**config.mk**
```make
export PLATFORM = sky130hd
export DESIGN_NAME = nts_queue
export DESIGN_NICKNAME = d
export VERILOG_FILES = /design/src/rtl/nts_pkg.sv /design/src/rtl/nts_queue.sv
export SDC_FILE = /design/constraint.sdc
export NUM_CORES = 1
export LEC_CHECK = 0
export BUFFER_PORTS_ARGS = -buffer_cell sky130_fd_sc_hd__buf_2
export CORE_ASPECT_RATIO = 1.75
export CORE_MARGIN = 2
export CORE_UTILIZATION = 39
export CTS_CLUSTER_DIAMETER = 120
export DETAILED_ROUTE_END_ITERATION = 7
export GPL_TIMING_DRIVEN = 0
export MAX_ROUTING_LAYER = met4
export PLACE_DENSITY = 0.61
export SLEW_MARGIN = 20
export SYNTH_ARGS = -nofsm -noshare
export SYNTH_HDL_FRONTEND = slang
export SYNTH_SLANG_ARGS = --single-unit
```
**constraint.sdc**
```tcl
create_clock -name clk -period 2.8 [get_ports clk]
set_input_delay 0.28 -clock clk [delete_from_list [all_inputs] [get_ports clk]]
set_output_delay 0.28 -clock clk [all_outputs]
set_load 0.02 [all_outputs]
```
**src/rtl/nts_pkg.sv**
```systemverilog
// Shared types and constants of the nearest texel sampler.
package nts_pkg;

    localparam int DIM_W       = 9;
    localparam int CHAN_W      = 3;
    localparam int LIN_W       = 18;
    localparam int BASE_W      = 20;
    localparam int CMP_W       = 21;
    localparam int COUNT_W     = 32;
    localparam int CFG_INDEX_W = 2;
    localparam int CFG_DATA_W  = 9;
    localparam int QUEUE_DEPTH = 4;
    localparam int QUEUE_AW    = 2;

    localparam logic [CFG_INDEX_W-1:0] REG_WIDTH    = 2'd0;
    localparam logic [CFG_INDEX_W-1:0] REG_HEIGHT   = 2'd1;
    localparam logic [CFG_INDEX_W-1:0] REG_CHANNELS = 2'd2;
    localparam logic [CFG_INDEX_W-1:0] REG_PRESENT  = 2'd3;

    localparam logic CMD_WRITE  = 1'b0;
    localparam logic CMD_SAMPLE = 1'b1;

    localparam logic [CHAN_W-1:0] CH_GREY       = 3'd1;
    localparam logic [CHAN_W-1:0] CH_GREY_ALPHA = 3'd2;
    localparam logic [CHAN_W-1:0] CH_RGB        = 3'd3;
    localparam logic [CHAN_W-1:0] CH_RGBA       = 3'd4;

    localparam logic [1:0] KIND_WRITE = 2'd0;
    localparam logic [1:0] KIND_WHITE = 2'd1;
    localparam logic [1:0] KIND_ERROR = 2'd2;
    localparam logic [1:0] KIND_READ  = 2'd3;

    localparam logic [7:0] FULL_BYTE = 8'hFF;

    typedef struct packed {
        logic              command;
        logic signed [31:0] coord_u;
        logic signed [31:0] coord_v;
        logic [15:0]        write_address;
        logic [7:0]         write_byte;
    } nts_req_t;

    typedef struct packed {
        logic [7:0]  red;
        logic [7:0]  green;
        logic [7:0]  blue;
        logic [7:0]  alpha;
        logic [31:0] samples_taken;
        logic        address_error;
    } nts_rsp_t;

    typedef struct packed {
        logic [DIM_W-1:0]  width;
        logic [DIM_W-1:0]  height;
        logic [CHAN_W-1:0] chans;
        logic              present;
    } nts_cfg_t;

    typedef struct packed {
        logic [1:0]         kind;
        logic [CHAN_W-1:0]  chans;
        logic [BASE_W-1:0]  base;
        logic [15:0]        waddr;
        logic [7:0]         wbyte;
        logic [COUNT_W-1:0] count;
    } nts_job_t;

endpackage

```
**src/rtl/nts_queue.sv**
```systemverilog
// Short job queue between the front pipeline and the memory back end.
module nts_queue
    import nts_pkg::*;
(
    input  logic     clk,
    input  logic     rst_n,
    input  logic     push_valid,
    output logic     push_ready,
    input  nts_job_t push_data,
    output logic     pop_valid,
    input  logic     pop_ready,
    output nts_job_t pop_data
);

    logic [QUEUE_AW-1:0] wr_ptr_reg;
    logic [QUEUE_AW-1:0] rd_ptr_reg;
    logic [QUEUE_AW:0]   fill_reg;
    logic [QUEUE_AW:0]   fill_next;
    nts_job_t            entry_reg [QUEUE_DEPTH];
    logic                push;
    logic                pop;

    assign push_ready = fill_reg != (QUEUE_AW + 1)'(QUEUE_DEPTH);
    assign pop_valid  = fill_reg != '0;
    assign push       = push_valid && push_ready;
    assign pop        = pop_valid && pop_ready;
    assign pop_data   = entry_reg[rd_ptr_reg];

    always_comb
    begin
        fill_next = fill_reg;
        if (push && !pop)
            fill_next = fill_reg + (QUEUE_AW + 1)'(1);
        else if (pop && !push)
            fill_next = fill_reg - (QUEUE_AW + 1)'(1);
    end

    always_ff @(posedge clk or negedge rst_n)
    begin
        if (!rst_n)
        begin
            wr_ptr_reg <= '0;
            rd_ptr_reg <= '0;
            fill_reg   <= '0;
        end
        else
        begin
            if (push)
                wr_ptr_reg <= wr_ptr_reg + QUEUE_AW'(1);
            if (pop)
                rd_ptr_reg <= rd_ptr_reg + QUEUE_AW'(1);
            fill_reg <= fill_next;
        end
    end

    always_ff @(posedge clk)
    begin
        if (push)
            entry_reg[wr_ptr_reg] <= push_data;
    end

endmodule

```
==> flow_metrics.py <==
metrics = {
    "clock_tree": {
        "holdBufCountCts": 83,
        "cts_root_buf": "clkbuf_16",
        "cts_resized": 0,
        "clk_latency_ns": 0.57,
        "max-clock-path-buffers": 3,
        "cts_setup_buffers": 0,
        "cts_inserted_buffers": 30,
        "cts_max_level": 1,
        "cts_num_sinks": 331,
        "cts_tree": "done",
        "clkTransAtPathRegs_ns": 0.06,
    },
    "route": {
        "drc_errors": 0,
        "drt_first_pass_iters": 4,
        "wl_per_cell_um": 20.6,
        "antenna_left": 0,
        "wirelength_mm": 23.9,
        "vias": 5757,
        "viasPerCell": 4.96,
        "drtIter0Drc": 314,
    },
    "pwr": {
        "p_per_area_mw_per_mm2": 1050,
        "peakVddDrop_uv": 747,
        "power.leakage_nw": 5.33,
    },
    "place": {
        "gp_congestion": 0.746,
        "dp_hpwl_mm": 14.9,
        "post-place-ws_ns": 0.539,
        "numPortBuffers": 167,
    },
    "global_routing": {
        "grt_pass1_wl_mm": 36.6,
        "antenna_found_initial": 1,
        "track_usage_pct": 15.5,
        "grt_overflow": 0,
        "grt_max_degree": 44,
        "grt_pass1_vias": 6528,
    },
    "yosys": {
        "syn-num-nets": 549,
        "synth.distinct_cells": 18,
        "ys_ff_latch": 331,
        "yosysSeqAreaShare_pct": 81.8,
        "netlist_area_sq_mm": 0.0121,
        "syn_avg_cell_area_sq_um": 26.4,
        "synth.largest_area_cell": "edfxtp_1",
        "yosysWarnings": 0,
        "synth_area_leaders": "edfxtp_1 (80%), mux4_2 (15%), dfrtp_1 (1.4%)",
        "synth_top_area_share_pct": 80.4,
        "syn_inst": 458,
    },
    "timing": {
        "fin_tns_setup_ns": 0,
        "final.setup.worst_slack_ns": 0.372,
        "tightest_slew_ns": 0.715,
        "relSlewSlack_pct": 52.3,
        "slew_violations": 0,
        "period_share_pct": 86.7,
        "timing.fmax_mhz": 412,
        "timing.hold.ws_ns": 0.0720,
        "final_hold_viol_count": 0,
        "skew_ns": 0.0222,
        "finalSetupViolCount": 0,
        "post-route-min-period_ns": 2.43,
        "rsz0062_at_grt": "false",
    },
    "layout": {
        "drive_above_1_share_pct": 42.4,
        "area_growth_pct": 27.4,
        "largest_reg_flops": 324,
        "num-nets-final": 837,
    },
    "floorplanning": {
        "ios": 168,
        "start_util_pct": 39.5,
        "rows": 85,
        "die_h_um": 237,
        "core_sq_mm": 0.0306,
        "dieWidth_um": 137,
        "die_area_sq_mm": 0.0325,
    },
    "critical_path": {
        "crit_path_end_kind": "primary output",
        "required_ns": 2.52,
        "path_max_fanout": 10,
        "worst_setup_path_start_kind": "flip-flop",
        "critical_path_arrival_ns": 2.15,
        "worstSetupPathType": "flip-flop to primary output",
    },
    "hold_path": {
        "hold_path.class": "input pin to asynchronous set/reset pin",
    },
    "outcome": {
        "outcome": "finished, final reports clean",
    },
    "job": {
        "drv_cap": 0,
    },
}
-- worst max-delay path, stage by stage, from the launching register on --
cell     delay [ns]
dfrtp_1        0.37
buf_6          0.22
buf_6          0.22
mux4_2         0.57
buf_2          0.19
-- per-layer routing --
metal | vias to the layer above | track usage, % | part of all wire, %
met1 | 3028 | 16.7 | 37
met3 | 34 | 2.55 | 4.2
li1 | 2559 | - | -
met5 | - | - | 0
met2 | 136 | 28.2 | 57
met4 | 0 | 5.69 | 2.7
-- worst paths after layout --
path | start | end | slack [ns] | cells after the start
min in group clk | push_valid | wr_ptr_reg[0]$_DFFE_PN0P_ | 0.18 | 3
max in group asynchronous | rst_n | wr_ptr_reg[1]$_DFFE_PN0P_ | 2.57 | 2
worst min-delay path | rst_n | rd_ptr_reg[0]$_DFFE_PN0P_ | 0.07 | 2
worst max-delay path | rd_ptr_reg[0]$_DFFE_PN0P_ | pop_data[2] | 0.37 | 4
worst min register to register | fill_reg[2]$_DFFE_PN0P_ | fill_reg[2]$_DFFE_PN0P_ | 0.54 | 1
worst max register to register | fill_reg[0]$_DFFE_PN0P_ | entry_reg[3][32]$_DFFE_PP_ | 0.56 | 4
-- cell usage after synthesis --
master      n
buf_2       9
buf_6       8
and2_1      4
buf_4       1
mux2_2      2
inv_1       3
or3_1       1
nor2_1      2
nand2_1     2
ha_1        5
a21boi_2    1
dfrtp_1     7
mux4_2     81
fa_1        1
edfxtp_1  324
xor2_1      2
xnor2_1     4
nand3_1     1
-- where the power goes --
part	leakage (nW)	internal (mW)	switching [mW]	total [mW]
registers	3.05	6.54	0.228	6.77
logic	1.79	2.28	3.17	5.45
clock network	0.484	2.26	1.78	4.04
-- through the flow --
stage / area (sq um) / total power, mW / std cells / utilization [%]
finish: 15400 / 16.3 / 1161 / 50.3
global route: 15400 / 17.0 / 1161 / 50.3
CTS: 15400 / 16.6 / 1160 / 50.3
detailed placement: 13600 / 12.4 / 1022 / 44.4
global placement: 13400 / 12.1 / 1016 / 43.9
floorplan: 12100 / 10.5 / 458 / -
-- layout make-up --
type                            instances  area, sq um
Antenna cell                            1         2.50
Buffer                                 18          143
Clock buffer                           33          762
Clock inverter                         22          216
Fill cell                            2459        15200
Inverter                                3         11.3
Multi-Input combinational cell        106         2050
Sequential cell                       331         9900
Tap cell                              391          489
Timing Repair Buffer                  256         1830
-- cells in the final DEF, fill, tap and decap left out, drive strengths merged --
| master | n |
|---|---|
| edfxtp | 324 |
| buf | 191 |
| dlygate4sd3 | 83 |
| mux4 | 81 |
| clkbuf | 33 |
| clkinv | 16 |
| dfrtp | 7 |
| inv | 6 |
| ha | 5 |
| and2 | 4 |
| xnor2 | 4 |
| bufinv | 3 |
| nor2 | 2 |
| nand2 | 2 |
| mux2 | 2 |
| xor2 | 2 |
| diode | 1 |
| a21boi | 1 |
| or3 | 1 |
| nand3 | 1 |
| fa | 1 |
-- cells by family after synthesis --
family	count (synthesis)	synth area share (%)
DFF	331	81.8
muxes	83	15.3
buffers and inverters	21	1.27
and+or+nand+nor	10	0.424
xor gates and xnor gates	6	0.434
adders and majority gates	6	0.682
AOI/OAI and AO/OA	1	0.0930
Power figures use the tool's default switching activity.
