<file path="config.mk">
export PLATFORM = sky130hd
export DESIGN_NAME = nts_front
export DESIGN_NICKNAME = d
export VERILOG_FILES = /design/src/rtl/nts_pkg.sv /design/src/rtl/nts_front.sv
export SDC_FILE = /design/constraint.sdc
export NUM_CORES = 1
export LEC_CHECK = 0
export ABC_CLOCK_PERIOD_IN_PS = 16360
export BUFFER_PORTS_ARGS = -buffer_cell sky130_fd_sc_hd__buf_2
export CORE_AREA = 5 5 227 229
export CTS_CLUSTER_DIAMETER = 120
export CTS_CLUSTER_SIZE = 16
export DETAILED_ROUTE_END_ITERATION = 10
export DIE_AREA = 0 0 232 234
export GPL_TIMING_DRIVEN = 0
export PLACE_DENSITY_LB_ADDON = 0.08
export SETUP_SLACK_MARGIN = 0.05
export SLEW_MARGIN = 20
export SYNTH_ARGS = -nofsm -noshare
export SYNTH_HDL_FRONTEND = slang
export SYNTH_SLANG_ARGS = --single-unit
</file>
<file path="constraint.sdc">
create_clock -name clk -period 16.36 [get_ports clk]
set_input_delay 1.636 -clock clk [delete_from_list [all_inputs] [get_ports clk]]
set_output_delay 1.636 -clock clk [all_outputs]
set_load 0.03 [all_outputs]
</file>
<file path="src/rtl/nts_pkg.sv">
// Shared types and constants of the nearest texel sampler.
package nts_pkg;

    localparam int DIM_W       = 9;
    localparam int CHAN_W      = 3;
    localparam int LIN_W       = 18;
    localparam int BASE_W      = 20;
    localparam int CMP_W       = 21;
    localparam int COUNT_W     = 32;
    localparam int CFG_INDEX_W = 2;
    localparam int CFG_DATA_W  = 9;
    localparam int QUEUE_DEPTH = 4;
    localparam int QUEUE_AW    = 2;

    localparam logic [CFG_INDEX_W-1:0] REG_WIDTH    = 2'd0;
    localparam logic [CFG_INDEX_W-1:0] REG_HEIGHT   = 2'd1;
    localparam logic [CFG_INDEX_W-1:0] REG_CHANNELS = 2'd2;
    localparam logic [CFG_INDEX_W-1:0] REG_PRESENT  = 2'd3;

    localparam logic CMD_WRITE  = 1'b0;
    localparam logic CMD_SAMPLE = 1'b1;

    localparam logic [CHAN_W-1:0] CH_GREY       = 3'd1;
    localparam logic [CHAN_W-1:0] CH_GREY_ALPHA = 3'd2;
    localparam logic [CHAN_W-1:0] CH_RGB        = 3'd3;
    localparam logic [CHAN_W-1:0] CH_RGBA       = 3'd4;

    localparam logic [1:0] KIND_WRITE = 2'd0;
    localparam logic [1:0] KIND_WHITE = 2'd1;
    localparam logic [1:0] KIND_ERROR = 2'd2;
    localparam logic [1:0] KIND_READ  = 2'd3;

    localparam logic [7:0] FULL_BYTE = 8'hFF;

    typedef struct packed {
        logic              command;
        logic signed [31:0] coord_u;
        logic signed [31:0] coord_v;
        logic [15:0]        write_address;
        logic [7:0]         write_byte;
    } nts_req_t;

    typedef struct packed {
        logic [7:0]  red;
        logic [7:0]  green;
        logic [7:0]  blue;
        logic [7:0]  alpha;
        logic [31:0] samples_taken;
        logic        address_error;
    } nts_rsp_t;

    typedef struct packed {
        logic [DIM_W-1:0]  width;
        logic [DIM_W-1:0]  height;
        logic [CHAN_W-1:0] chans;
        logic              present;
    } nts_cfg_t;

    typedef struct packed {
        logic [1:0]         kind;
        logic [CHAN_W-1:0]  chans;
        logic [BASE_W-1:0]  base;
        logic [15:0]        waddr;
        logic [7:0]         wbyte;
        logic [COUNT_W-1:0] count;
    } nts_job_t;

endpackage

</file>
<file path="src/rtl/nts_front.sv">
// Front pipeline: coordinate wrap and scale, texel address, transaction classification.
module nts_front
    import nts_pkg::*;
#(
    parameter int MAX_DIMENSION       = 256,
    parameter int COORD_FRACTION_BITS = 16,
    parameter int TEXEL_BYTES         = 65536
)
(
    input  logic     clk,
    input  logic     rst_n,
    input  nts_cfg_t cfg,
    input  logic     req_valid,
    output logic     req_ready,
    input  nts_req_t req,
    output logic     job_valid,
    input  logic     job_ready,
    output nts_job_t job
);

    localparam int PROD_W = COORD_FRACTION_BITS + DIM_W;
    localparam logic [DIM_W-1:0] DIM_CAP =
        (MAX_DIMENSION > (2 ** DIM_W) - 1) ? {DIM_W{1'b1}} : DIM_W'(MAX_DIMENSION);
    localparam logic [CMP_W-1:0] MEM_LIMIT = CMP_W'(TEXEL_BYTES);

    logic [DIM_W-1:0]   w_eff;
    logic [DIM_W-1:0]   h_eff;
    logic               a_free;
    logic               b_free;
    logic               c_free;

    logic [COUNT_W-1:0] count_reg;
    logic [COUNT_W-1:0] count_next;

    logic               a_valid_reg;
    logic               a_cmd_reg;
    logic [15:0]        a_waddr_reg;
    logic [7:0]         a_wbyte_reg;
    logic [COUNT_W-1:0] a_count_reg;
    logic [PROD_W-1:0]  a_px_reg;
    logic [PROD_W-1:0]  a_py_reg;
    logic [DIM_W-1:0]   a_w_reg;
    logic [DIM_W-1:0]   a_h_reg;

    logic               b_valid_reg;
    logic               b_cmd_reg;
    logic [15:0]        b_waddr_reg;
    logic [7:0]         b_wbyte_reg;
    logic [COUNT_W-1:0] b_count_reg;
    logic [LIN_W-1:0]   b_lin_reg;
    logic [LIN_W-1:0]   lin_next;

    logic               c_valid_reg;
    nts_job_t           c_job_reg;
    nts_job_t           c_job_next;

    logic [DIM_W-1:0]   x_raw;
    logic [DIM_W-1:0]   y_raw;
    logic [DIM_W-1:0]   x_pos;
    logic [DIM_W-1:0]   y_pos;
    logic [DIM_W-1:0]   y_flip;
    logic [BASE_W-1:0]  base;
    logic [CMP_W-1:0]   last_byte;

    // zero size acts as one, oversize as the cap
    always_comb
    begin
        if (cfg.width == '0)
            w_eff = DIM_W'(1);
        else if (cfg.width > DIM_CAP)
            w_eff = DIM_CAP;
        else
            w_eff = cfg.width;
        if (cfg.height == '0)
            h_eff = DIM_W'(1);
        else if (cfg.height > DIM_CAP)
            h_eff = DIM_CAP;
        else
            h_eff = cfg.height;
    end

    assign c_free    = !c_valid_reg || job_ready;
    assign b_free    = !b_valid_reg || c_free;
    assign a_free    = !a_valid_reg || b_free;
    assign req_ready = a_free;

    assign count_next = count_reg + COUNT_W'(1);

    // column and row from the scaled fraction
    always_comb
    begin
        x_raw    = a_px_reg[PROD_W-1 -: DIM_W];
        y_raw    = a_py_reg[PROD_W-1 -: DIM_W];
        x_pos    = (x_raw >= a_w_reg) ? a_w_reg - DIM_W'(1) : x_raw;
        y_pos    = (y_raw >= a_h_reg) ? a_h_reg - DIM_W'(1) : y_raw;
        y_flip   = a_h_reg - DIM_W'(1) - y_pos;
        lin_next = LIN_W'(y_flip) * LIN_W'(a_w_reg) + LIN_W'(x_pos);
    end

    always_comb
    begin
        base      = BASE_W'(b_lin_reg) * BASE_W'(cfg.chans);
        last_byte = CMP_W'(base) + CMP_W'(cfg.chans) - CMP_W'(1);
        c_job_next.chans = cfg.chans;
        c_job_next.base  = base;
        c_job_next.waddr = b_waddr_reg;
        c_job_next.wbyte = b_wbyte_reg;
        c_job_next.count = b_count_reg;
        if (b_cmd_reg == CMD_WRITE)
            c_job_next.kind = KIND_WRITE;
        else if (!cfg.present || cfg.chans == '0 || cfg.chans > CH_RGBA)
            c_job_next.kind = KIND_WHITE;
        else if (last_byte >= MEM_LIMIT)
            c_job_next.kind = KIND_ERROR;
        else
            c_job_next.kind = KIND_READ;
    end

    always_ff @(posedge clk or negedge rst_n)
    begin
        if (!rst_n)
        begin
            count_reg   <= '0;
            a_valid_reg <= 1'b0;
            b_valid_reg <= 1'b0;
            c_valid_reg <= 1'b0;
        end
        else
        begin
            if (req_valid && req_ready && req.command == CMD_SAMPLE)
                count_reg <= count_next;
            if (a_free)
                a_valid_reg <= req_valid;
            if (b_free)
                b_valid_reg <= a_valid_reg;
            if (c_free)
                c_valid_reg <= b_valid_reg;
        end
    end

    always_ff @(posedge clk)
    begin
        if (a_free && req_valid)
        begin
            a_cmd_reg   <= req.command;
            a_waddr_reg <= req.write_address;
            a_wbyte_reg <= req.write_byte;
            a_count_reg <= count_next;
            a_px_reg    <= PROD_W'(req.coord_u[COORD_FRACTION_BITS-1:0]) * PROD_W'(w_eff);
            a_py_reg    <= PROD_W'(req.coord_v[COORD_FRACTION_BITS-1:0]) * PROD_W'(h_eff);
            a_w_reg     <= w_eff;
            a_h_reg     <= h_eff;
        end
        if (b_free && a_valid_reg)
        begin
            b_cmd_reg   <= a_cmd_reg;
            b_waddr_reg <= a_waddr_reg;
            b_wbyte_reg <= a_wbyte_reg;
            b_count_reg <= a_count_reg;
            b_lin_reg   <= lin_next;
        end
        if (c_free && b_valid_reg)
            c_job_reg <= c_job_next;
    end

    assign job_valid = c_valid_reg;
    assign job       = c_job_reg;

endmodule

</file>
==> results of run 1 <==
## worst max path at each step
stage | endpoint | slack (ns) | cells past startpoint
6_report | b_lin_reg[17] | 6.83 | 35
5_1_grt | b_lin_reg[17] | 6.03 | 35
4_1_cts | b_lin_reg[17] | 6.74 | 35
3_5_place_dp | b_lin_reg[17] | 6.79 | 35
3_3_place_gp | b_lin_reg[17] | 6.81 | 35
2_1_floorplan | b_lin_reg[17] | 7.88 | 36
## worst register-to-register path: cells and delay by family, from the launching register on
| family | cells | cell delay (ns) |
|---|---|---|
| simple gates | 4 | 0.74 |
| xor+xnor | 1 | 0.15 |
| buf+inv | 5 | 0.87 |
| compound gates | 16 | 3.41 |
| flops | 1 | 0.46 |
| fa+ha+maj | 8 | 3.36 |
| mux | 1 | 0.28 |
## final cells by class
class	instances	area share
Buffer	93	0.0134
Clock buffer	37	0.0228
Clock inverter	1	0.000330
Inverter	389	0.0551
Multi-Input combinational cell	1540	0.532
Sequential cell	284	0.315
Tap cell	672	0.0317
Timing Repair Buffer	142	0.0293
## per-layer routing
layer	share of wire	routed length, um
met1	0.44	21400
met2	0.51	24500
met3	0.034	1640
met4	0.017	829
met5	0	0
## stage by stage
stage               hold slack [ns]  setup WS [ns]  cell area, sq um  std cells  utilization
finish                        0.417           6.83             26500       3158        0.536
global route                  0.424           6.03             26500       3158        0.536
CTS                           0.421           6.74             26500       3158        0.536
detailed placement            0.405           6.79             25900       3120        0.524
global placement              0.400           6.81             25800       3117        0.522
floorplan                     0.400           7.88             24300       2306            -
## cells by family (layout without fill, tap and decap cells)
family,after synthesis,after routing,synth area share
DFF,284,284,0.344
AOI/OAI and AO/OA,194,194,0.0564
and+or+nand+nor,720,720,0.140
adders and majority gates,476,476,0.329
buffers and inverters,482,662,0.0747
xor gates and xnor gates,129,129,0.0465
muxes,21,21,0.00902
## cells in the final DEF, fill, tap and decap left out, types with 13 or more instances in the layout
cell	Yosys	layout
inv_1	388	388
buf_2	4	143
and3_1	15	15
clkbuf_1	59	73
xor2_1	48	48
nor3_1	27	27
nand3_1	42	42
nand2_1	363	363
buf_1	30	30
and2_1	109	106
o21ai_0	25	25
fa_1	270	270
a211oi_1	13	13
ha_1	206	206
mux2i_1	17	17
nor2_1	69	69
edfxtp_1	249	249
nand2b_1	19	19
xnor2_1	81	81
dfrtp_1	35	35
nor2b_1	24	24
a21o_1	25	25
clkbuf_16	0	21
a21oi_1	45	45
==> flow_metrics.py, run 1 <==
metrics = {
    "worst_setup_path": {
        "startpoint": "a_h_reg[0]",
        "worst_setup_path_end_kind": "flip-flop",
        "reg2reg_depth": 35,
        "r2r_end": "b_lin_reg[17]",
        "crit_type": "reg -> reg",
        "crit_buf_inv": 5,
        "slowest_stage": "a21oi_1",
        "max_stage_delay_ns": 0.55,
        "r2r_start": "a_h_reg[0]",
        "crit_fanout": 10,
        "path_delay_family": "compound AO/OA/AOI/OAI gates",
        "start_kind": "flip-flop",
        "reg2reg_slack_ns": 6.83,
        "required_ns": 16.62,
        "arrival_ns": 9.79,
    },
    "global_routing": {
        "overflow": 0,
        "use_met2": 0.325,
        "grt_pass1_vias": 16700,
        "globalRouteMet3Util": 0.0189,
        "antenna_found_initial": 0,
        "use_met1": 0.241,
        "grt_start_max_net_pins": 58,
        "grt.busiest_layer": "met2",
        "grt_usage": 0.181,
        "grt_pass1_wl_mm": 81.8,
    },
    "min_path": {
        "hold_end": "job[55]",
        "hold_start": "b_waddr_reg[15]",
        "hp-class": "reg -> reg",
        "min_path_cells": 0,
    },
    "synthesis": {
        "netlist_area_sq_mm": 0.0243,
        "yosys_warnings": 0,
        "synth_area_leader_cell": "edfxtp_1",
        "ys_types": 81,
        "ys_async_sr_fraction": 0.123,
        "yosysMostFrequentCell": "inv_1",
        "synthTopCellsByCount": "388 x inv_1, 363 x nand2_1, 270 x fa_1",
        "ys_seq_elements": 284,
        "ys.flop_type": "edfxtp_1",
        "synth-edff-count": 249,
        "synth_top_area_frac": 0.308,
        "ys_seq_area_frac": 0.344,
        "synth_fp_nets": 2897,
        "syn_inst": 2306,
        "synth.top_cells.by_area": "edfxtp_1 31%, fa_1 22%, ha_1 11%",
        "syn_area_per_cell_sq_um": 10.5,
    },
    "drt": {
        "drtIter0Drc": 674,
        "final_antenna_net_count": 0,
        "drc": 0,
        "drt_pre_antenna_iters": 5,
        "wl_mm": 48.3,
        "wire_per_inst_um": 15.3,
        "vias": 15800,
        "drt-vias-per-instance": 5.02,
    },
    "die": {
        "start_util": 0.491,
        "die_h_um": 234,
        "ioPinCount": 198,
        "num_rows": 82,
        "core_sq_mm": 0.0495,
        "dieArea_sq_mm": 0.0543,
        "die_w_um": 232,
    },
    "cells_and_area": {
        "syn_to_final_growth_pct": 9.23,
        "multi_input_area_sq_mm": 0.0141,
        "n_antenna_cell": 0,
        "layout-drive-gt1-share": 0.0809,
        "nNetsFinal": 3062,
        "fillers": 4504,
        "seq_area_sq_mm": 0.00835,
        "largest_register_ffs": 81,
    },
    "timing": {
        "final.setup.tns_ns": 0,
        "drv_slew": 0,
        "period_share": 0.583,
        "max_slew_margin": 0.428,
        "worstMarginPinSlew_ns": 0.855,
        "clock-skew-final_ns": 0.00886,
        "rsz0062_at_grt": "false",
        "max_freq_ghz": 0.105,
        "period_needed_ns": 9.53,
        "setup_violations": 0,
        "hold_viol": 0,
    },
    "placement": {
        "dp_hpwl_mm": 38.8,
        "portBuffers": 139,
        "gp_congestion": 0.853,
    },
    "cts": {
        "clock-sinks": 284,
        "cts_root_buffer": "clkbuf_16",
        "cts.path.max_buffers": 3,
        "cts.repair.resized": 0,
        "cts_tree": "yes",
        "post_cts_buffers": 0,
        "cts_buffers": 21,
        "htreeDepth": 1,
        "clk_pin_slew_ns": 0.07,
        "cts_hold_buf": 0,
        "clk_latency_ns": 0.52,
    },
    "status": {
        "status": "finished clean",
    },
    "flow_run": {
        "maxCapViolations": 0,
    },
}
Power of run 1 is not shown: default switching activity piles up to over one toggle a cycle in this logic, so the estimate is an artifact.
==> inputs of run 2 (changes only) <==
--- a/config.mk
+++ b/config.mk
@@ -5,13 +5,14 @@
 export SDC_FILE = /design/constraint.sdc
 export NUM_CORES = 1
 export LEC_CHECK = 0
-export ABC_CLOCK_PERIOD_IN_PS = 16360
+export ABC_AREA = 1
+export ABC_CLOCK_PERIOD_IN_PS = 9500
 export BUFFER_PORTS_ARGS = -buffer_cell sky130_fd_sc_hd__buf_2
-export CORE_AREA = 5 5 227 229
+export CORE_AREA = 5 5 230 232
 export CTS_CLUSTER_DIAMETER = 120
 export CTS_CLUSTER_SIZE = 16
 export DETAILED_ROUTE_END_ITERATION = 10
-export DIE_AREA = 0 0 232 234
+export DIE_AREA = 0 0 235 237
 export GPL_TIMING_DRIVEN = 0
 export PLACE_DENSITY_LB_ADDON = 0.08
 export SETUP_SLACK_MARGIN = 0.05
==> constraint.sdc (replaced) <==
create_clock -name clk -period 9.5 [get_ports clk]
set_input_delay 0.95 -clock clk [delete_from_list [all_inputs] [get_ports clk]]
set_output_delay 0.95 -clock clk [all_outputs]
set_load 0.03 [all_outputs]
==> run 2 against run 1 <==
  * Synthesized area increased by 3.1%
  * Clock-buffer cell count decreased by 6
  * Register-to-register slack lost 5.4 ns
  * Flip-flop and latch count unchanged
  * Die area rose by 2.6%
  * Cell count rose by 14%
  * Worst hold slack got worse by 0.0022 ns
  * Fmax grew 18%
  * Clock skew grew 0.0051 ns
==> flow_metrics.py, run 2 <==
metrics = {
    "global_routing": {
        "use_met1": 0.293,
        "grt_start_max_net_pins": 60,
        "overflow": 0,
        "use_met2": 0.333,
        "globalRouteMet3Util": 0.0211,
        "antenna_found_initial": 1,
        "grt_pass1_vias": 18600,
        "grt.busiest_layer": "met2",
        "grt_usage": 0.201,
        "grt_pass1_wl_mm": 93.6,
    },
    "timing": {
        "final.setup.tns_ns": 0,
        "clock-skew-final_ns": 0.0140,
        "max_freq_ghz": 0.124,
        "setup_violations": 0,
        "worst_slack_ns": 1.42,
        "period_needed_ns": 8.08,
        "hold_viol": 0,
        "worstMarginPinSlew_ns": 0.822,
        "rsz0062_at_grt": "false",
        "period_share": 0.850,
        "drv_slew": 0,
        "max_slew_margin": 0.452,
    },
    "synthesis": {
        "synth_top_area_frac": 0.299,
        "yosys_warnings": 0,
        "yosysMostFrequentCell": "nand2_1",
        "synthTopCellsByCount": "674 x nand2_1, 548 x inv_1, 270 x fa_1",
        "synth_fp_nets": 3333,
        "syn_area_per_cell_sq_um": 9.13,
        "ys.flop_type": "edfxtp_1",
        "ys_seq_elements": 284,
        "synth_area_leader_cell": "edfxtp_1",
        "ys_seq_area_frac": 0.334,
        "synth-edff-count": 249,
        "netlist_area_sq_mm": 0.0250,
        "ys_async_sr_fraction": 0.123,
        "ys_types": 49,
        "synth.top_cells.by_area": "edfxtp_1 30%, fa_1 22%, ha_1 10%",
        "syn_inst": 2742,
    },
    "worst_setup_path": {
        "crit_type": "reg -> reg",
        "crit_top_cell": "nand2_1",
        "start_kind": "flip-flop",
        "path_delay_family": "adder cells",
        "slowest_stage": "xnor2_1",
        "worst_setup_path_end_kind": "flip-flop",
        "crit_buf_inv": 6,
        "arrival_ns": 8.36,
        "crit_fanout": 10,
        "max_stage_delay_ns": 0.62,
        "required_ns": 9.78,
    },
    "cts": {
        "htreeDepth": 1,
        "clk_pin_slew_ns": 0.07,
        "cts_tree": "yes",
        "cts.path.max_buffers": 3,
        "post_cts_buffers": 0,
        "cts_hold_buf": 0,
        "cts_root_buffer": "clkbuf_16",
        "cts.repair.resized": 0,
        "cts_buffers": 21,
        "clk_latency_ns": 0.53,
        "clock-sinks": 284,
    },
    "drt": {
        "drtIter0Drc": 1046,
        "wl_mm": 55.6,
        "wire_per_inst_um": 15.4,
        "final_antenna_net_count": 0,
        "vias": 18200,
        "drt-vias-per-instance": 5.05,
        "drc": 0,
        "drt_pre_antenna_iters": 5,
    },
    "die": {
        "start_util": 0.493,
        "num_rows": 83,
        "die_w_um": 235,
        "die_h_um": 237,
        "ioPinCount": 198,
        "dieArea_sq_mm": 0.0557,
        "core_sq_mm": 0.0508,
    },
    "cells_and_area": {
        "fin_cells": 3605,
        "final_common_cell": "nand2_1",
        "largest_register_ffs": 81,
        "syn_to_final_growth_pct": 9.26,
        "n_antenna_cell": 0,
        "final_cell_mix": "674 x nand2_1, 546 x inv_1, 270 x fa_1",
        "layout-drive-gt1-share": 0.0718,
        "nNetsFinal": 3507,
    },
    "placement": {
        "dp.cells": 3573,
        "gp_congestion": 0.903,
        "pre_cts_ws_ns": 1.42,
        "portBuffers": 146,
        "dp_hpwl_mm": 45.9,
    },
    "flow_run": {
        "maxCapViolations": 0,
    },
    "min_path": {
        "hp-class": "reg -> reg",
    },
    "status": {
        "status": "finished clean",
    },
}
[run 2: layout make-up]
| class | count | area (sq um) |
|---|---|---|
| fillers | 4683 | 23400 |
| flip-flops and latches | 284 | 8350 |
| multi-input cells | 1844 | 14400 |
| clock inverters | 1 | 8.76 |
| well taps | 680 | 851 |
| plain buffers | 56 | 216 |
| inverters | 558 | 2100 |
| clock buffers | 31 | 573 |
| repair buffers | 151 | 868 |
[run 2: routing by layer]
layer  vias to the layer above  wire length, um
met1                      8840            26400
li1                       8882                -
met2                       423            25700
met4                         2              938
met3                        61             2650
met5                         -               11
[run 2: cell families after synthesis]
logic type	Yosys count	share of synthesized area
AOI/OAI and AO/OA	216	0.0478
xor gates and xnor gates	95	0.0335
adders and majority gates	476	0.319
buffers and inverters	614	0.0923
DFF	284	0.334
muxes	6	0.00240
and+or+nand+nor	1051	0.172
[run 2: per-stage QoR]
stage	area [sq um]	utilization	hold slack (ns)
finish	27400	0.539	0.415
global route	27400	0.539	0.428
CTS	27400	0.539	0.419
detailed placement	26800	0.527	0.405
global placement	26600	0.524	0.400
floorplan	25000	-	0.400
[run 2: final timing paths]
kind,cells after the start,slack [ns],from,end
setup / recovery,35,1.42,a_py_reg[24],b_lin_reg[16]
hold / removal,0,0.41,a_cmd_reg,b_cmd_reg
setup reg to reg,35,1.42,a_py_reg[24],b_lin_reg[16]
hold reg to reg,0,0.41,a_cmd_reg,b_cmd_reg
max in group asynchronous,1,8.46,rst_n,count_reg[5]
min in group asynchronous,1,0.52,rst_n,count_reg[11]
[run 2: worst reg2reg max path, delay by kind of cell, from the launching register on]
| kind | cells | cell delay, ns |
|---|---|---|
| AOI/OAI and AO/OA | 6 | 1.25 |
| xor gates and xnor gates | 2 | 0.75 |
| DFF | 1 | 0.42 |
| buffers and inverters | 6 | 0.69 |
| and+or+nand+nor | 12 | 1.05 |
| adders and majority gates | 9 | 3.69 |
Power of run 2 is left out for the same reason.
==> inputs of run 3 (changes only) <==
--- a/config.mk
+++ b/config.mk
@@ -15,6 +15,7 @@
 export DIE_AREA = 0 0 235 237
 export GPL_TIMING_DRIVEN = 0
 export PLACE_DENSITY_LB_ADDON = 0.08
+export RECOVER_POWER = 50
 export SETUP_SLACK_MARGIN = 0.05
 export SLEW_MARGIN = 20
 export SYNTH_ARGS = -nofsm -noshare
==> run 3 against run 2 <==
  * The run now ends with max-capacitance violations, max-slew violations left
  * Cell count unchanged
  * Non-clock buffer count unchanged
  * Core utilization decreased by 0.23 points
  * Via count about the same
  * Fmax decreased by 0.20%
  * Setup slack got worse by 0.016 ns
  * Clock-buffer cell count unchanged
  * Die area unchanged
  * Design area decreased by 0.43%
  * Worst hold slack about the same
  * Wire length about the same
  * Sequential share of layout area increased by 0.13 points
  * Critical path type unchanged
  * Largest cell class unchanged
==> flow_metrics.py, run 3 (synthesis results as in run 2) <==
metrics = {
    "drt": {
        "route.met3.wl_mm": 2.72,
        "vias": 18200,
        "final_antenna_net_count": 0,
        "wire_per_inst_um": 15.4,
        "wl_mm": 55.6,
        "dr_wl_met2_mm": 25.8,
        "drt-vias-per-instance": 5.05,
        "routedLengthMet1_mm": 26.2,
        "drc": 0,
        "top_layer": "met5",
        "drtIter0Drc": 1064,
        "drt_pre_antenna_iters": 6,
    },
    "timing": {
        "period_share": 0.852,
        "hold_viol": 0,
        "worstMarginPinSlew_ns": 3.16,
        "rsz0062_at_grt": "false",
        "setup_violations": 0,
        "max_slew_margin": -1.11,
        "period_needed_ns": 8.09,
        "drv_slew": 158,
        "clock-skew-final_ns": 0.0120,
        "max_freq_ghz": 0.124,
        "final.setup.tns_ns": 0,
    },
    "cells_and_area": {
        "design_area_sq_mm": 0.0272,
        "largest_register_ffs": 81,
        "final_cell_mix": "674 x nand2_1, 546 x inv_1, 270 x fa_1",
        "n_antenna_cell": 0,
        "nNetsFinal": 3507,
        "syn_to_final_growth_pct": 8.79,
        "final_common_cell": "nand2_1",
        "layout-drive-gt1-share": 0.0656,
    },
    "flow_run": {
        "maxCapViolations": 4,
    },
    "placement": {
        "dp_hpwl_mm": 45.9,
        "placed_cell_area_sq_mm": 0.0268,
        "portBuffers": 146,
        "gp_congestion": 0.903,
    },
    "worst_setup_path": {
        "crit_fanout": 10,
        "reg2reg_depth": 35,
        "max_stage_delay_ns": 0.63,
        "arrival_ns": 8.38,
        "slowest_stage": "xnor2_1",
        "start_kind": "flip-flop",
        "required_ns": 9.78,
        "worst_setup_path_end_kind": "flip-flop",
        "crit_top_cell": "nand2_1",
        "crit_type": "reg -> reg",
    },
    "global_routing": {
        "grt_pass1_vias": 18600,
        "grt_pass1_wl_mm": 93.6,
        "grt_usage": 0.201,
        "overflow": 0,
        "grt_start_max_net_pins": 60,
        "antenna_found_initial": 1,
    },
    "cts": {
        "cts_tree": "yes",
        "cts_buffers": 21,
        "clock-sinks": 284,
        "htreeDepth": 1,
        "post_cts_buffers": 0,
        "clk_pin_slew_ns": 0.07,
        "cts_root_buffer": "clkbuf_16",
        "cts.path.max_buffers": 3,
        "cts.repair.resized": 0,
        "clk_latency_ns": 0.53,
        "cts_hold_buf": 0,
    },
    "status": {
        "violations": "max-capacitance violations, max-slew violations",
        "status": "finished with violations",
    },
    "die": {
        "start_util": 0.493,
        "num_rows": 83,
        "dieArea_sq_mm": 0.0557,
        "core_sq_mm": 0.0508,
        "ioPinCount": 198,
        "die_w_um": 235,
        "die_h_um": 237,
    },
    "min_path": {
        "hp-class": "reg -> reg",
        "min_path_cells": 0,
    },
}
## run 3: final timing paths
check	startpoint	to	slack (ns)
max	a_py_reg[24]	b_lin_reg[16]	1.41
min	a_cmd_reg	b_cmd_reg	0.41
max reg2reg	a_py_reg[24]	b_lin_reg[16]	1.41
min reg2reg	a_cmd_reg	b_cmd_reg	0.41
max in group asynchronous	rst_n	count_reg[5]	7.38
min in group asynchronous	rst_n	count_reg[27]	0.98
## run 3: final cells by class
| cell class | instances | area (sq um) |
|---|---|---|
| inverters | 558 | 2100 |
| multi-input cells | 1844 | 14300 |
| fillers | 4700 | 23500 |
| well taps | 680 | 851 |
| plain buffers | 56 | 216 |
| flip-flops and latches | 284 | 8350 |
| clock inverters | 1 | 8.76 |
| repair buffers | 151 | 812 |
| clock buffers | 31 | 573 |
## run 3: worst max-delay path, delay by kind of cell (launching register included)
family                   cells  cell delay [ns]
flip-flops                   1             0.42
buffers and inverters        6             0.69
XOR/XNOR                     2             0.76
adder cells (fa/ha/maj)      9             3.69
AND/OR/NAND/NOR             12             1.05
AO/OA/AOI/OAI                6             1.24
## run 3: metrics by stage
stage	cells	hold slack [ns]	util	setup slack [ns]
after floorplan	2742	0.400	-	2.41
after global placement	3568	0.400	0.524	1.46
after detailed placement	3573	0.405	0.527	1.42
after CTS	3605	0.419	0.539	1.40
after global routing	3605	0.428	0.536	0.835
final	3605	0.415	0.536	1.41
## run 3: layer usage
metal	global-route usage	vias to the layer above
met1	0.293	8833
met2	0.333	437
met4	0.0377	2
met5	0	-
met3	0.0211	54
li1	-	8887
Power of run 3 is left out for the same reason.
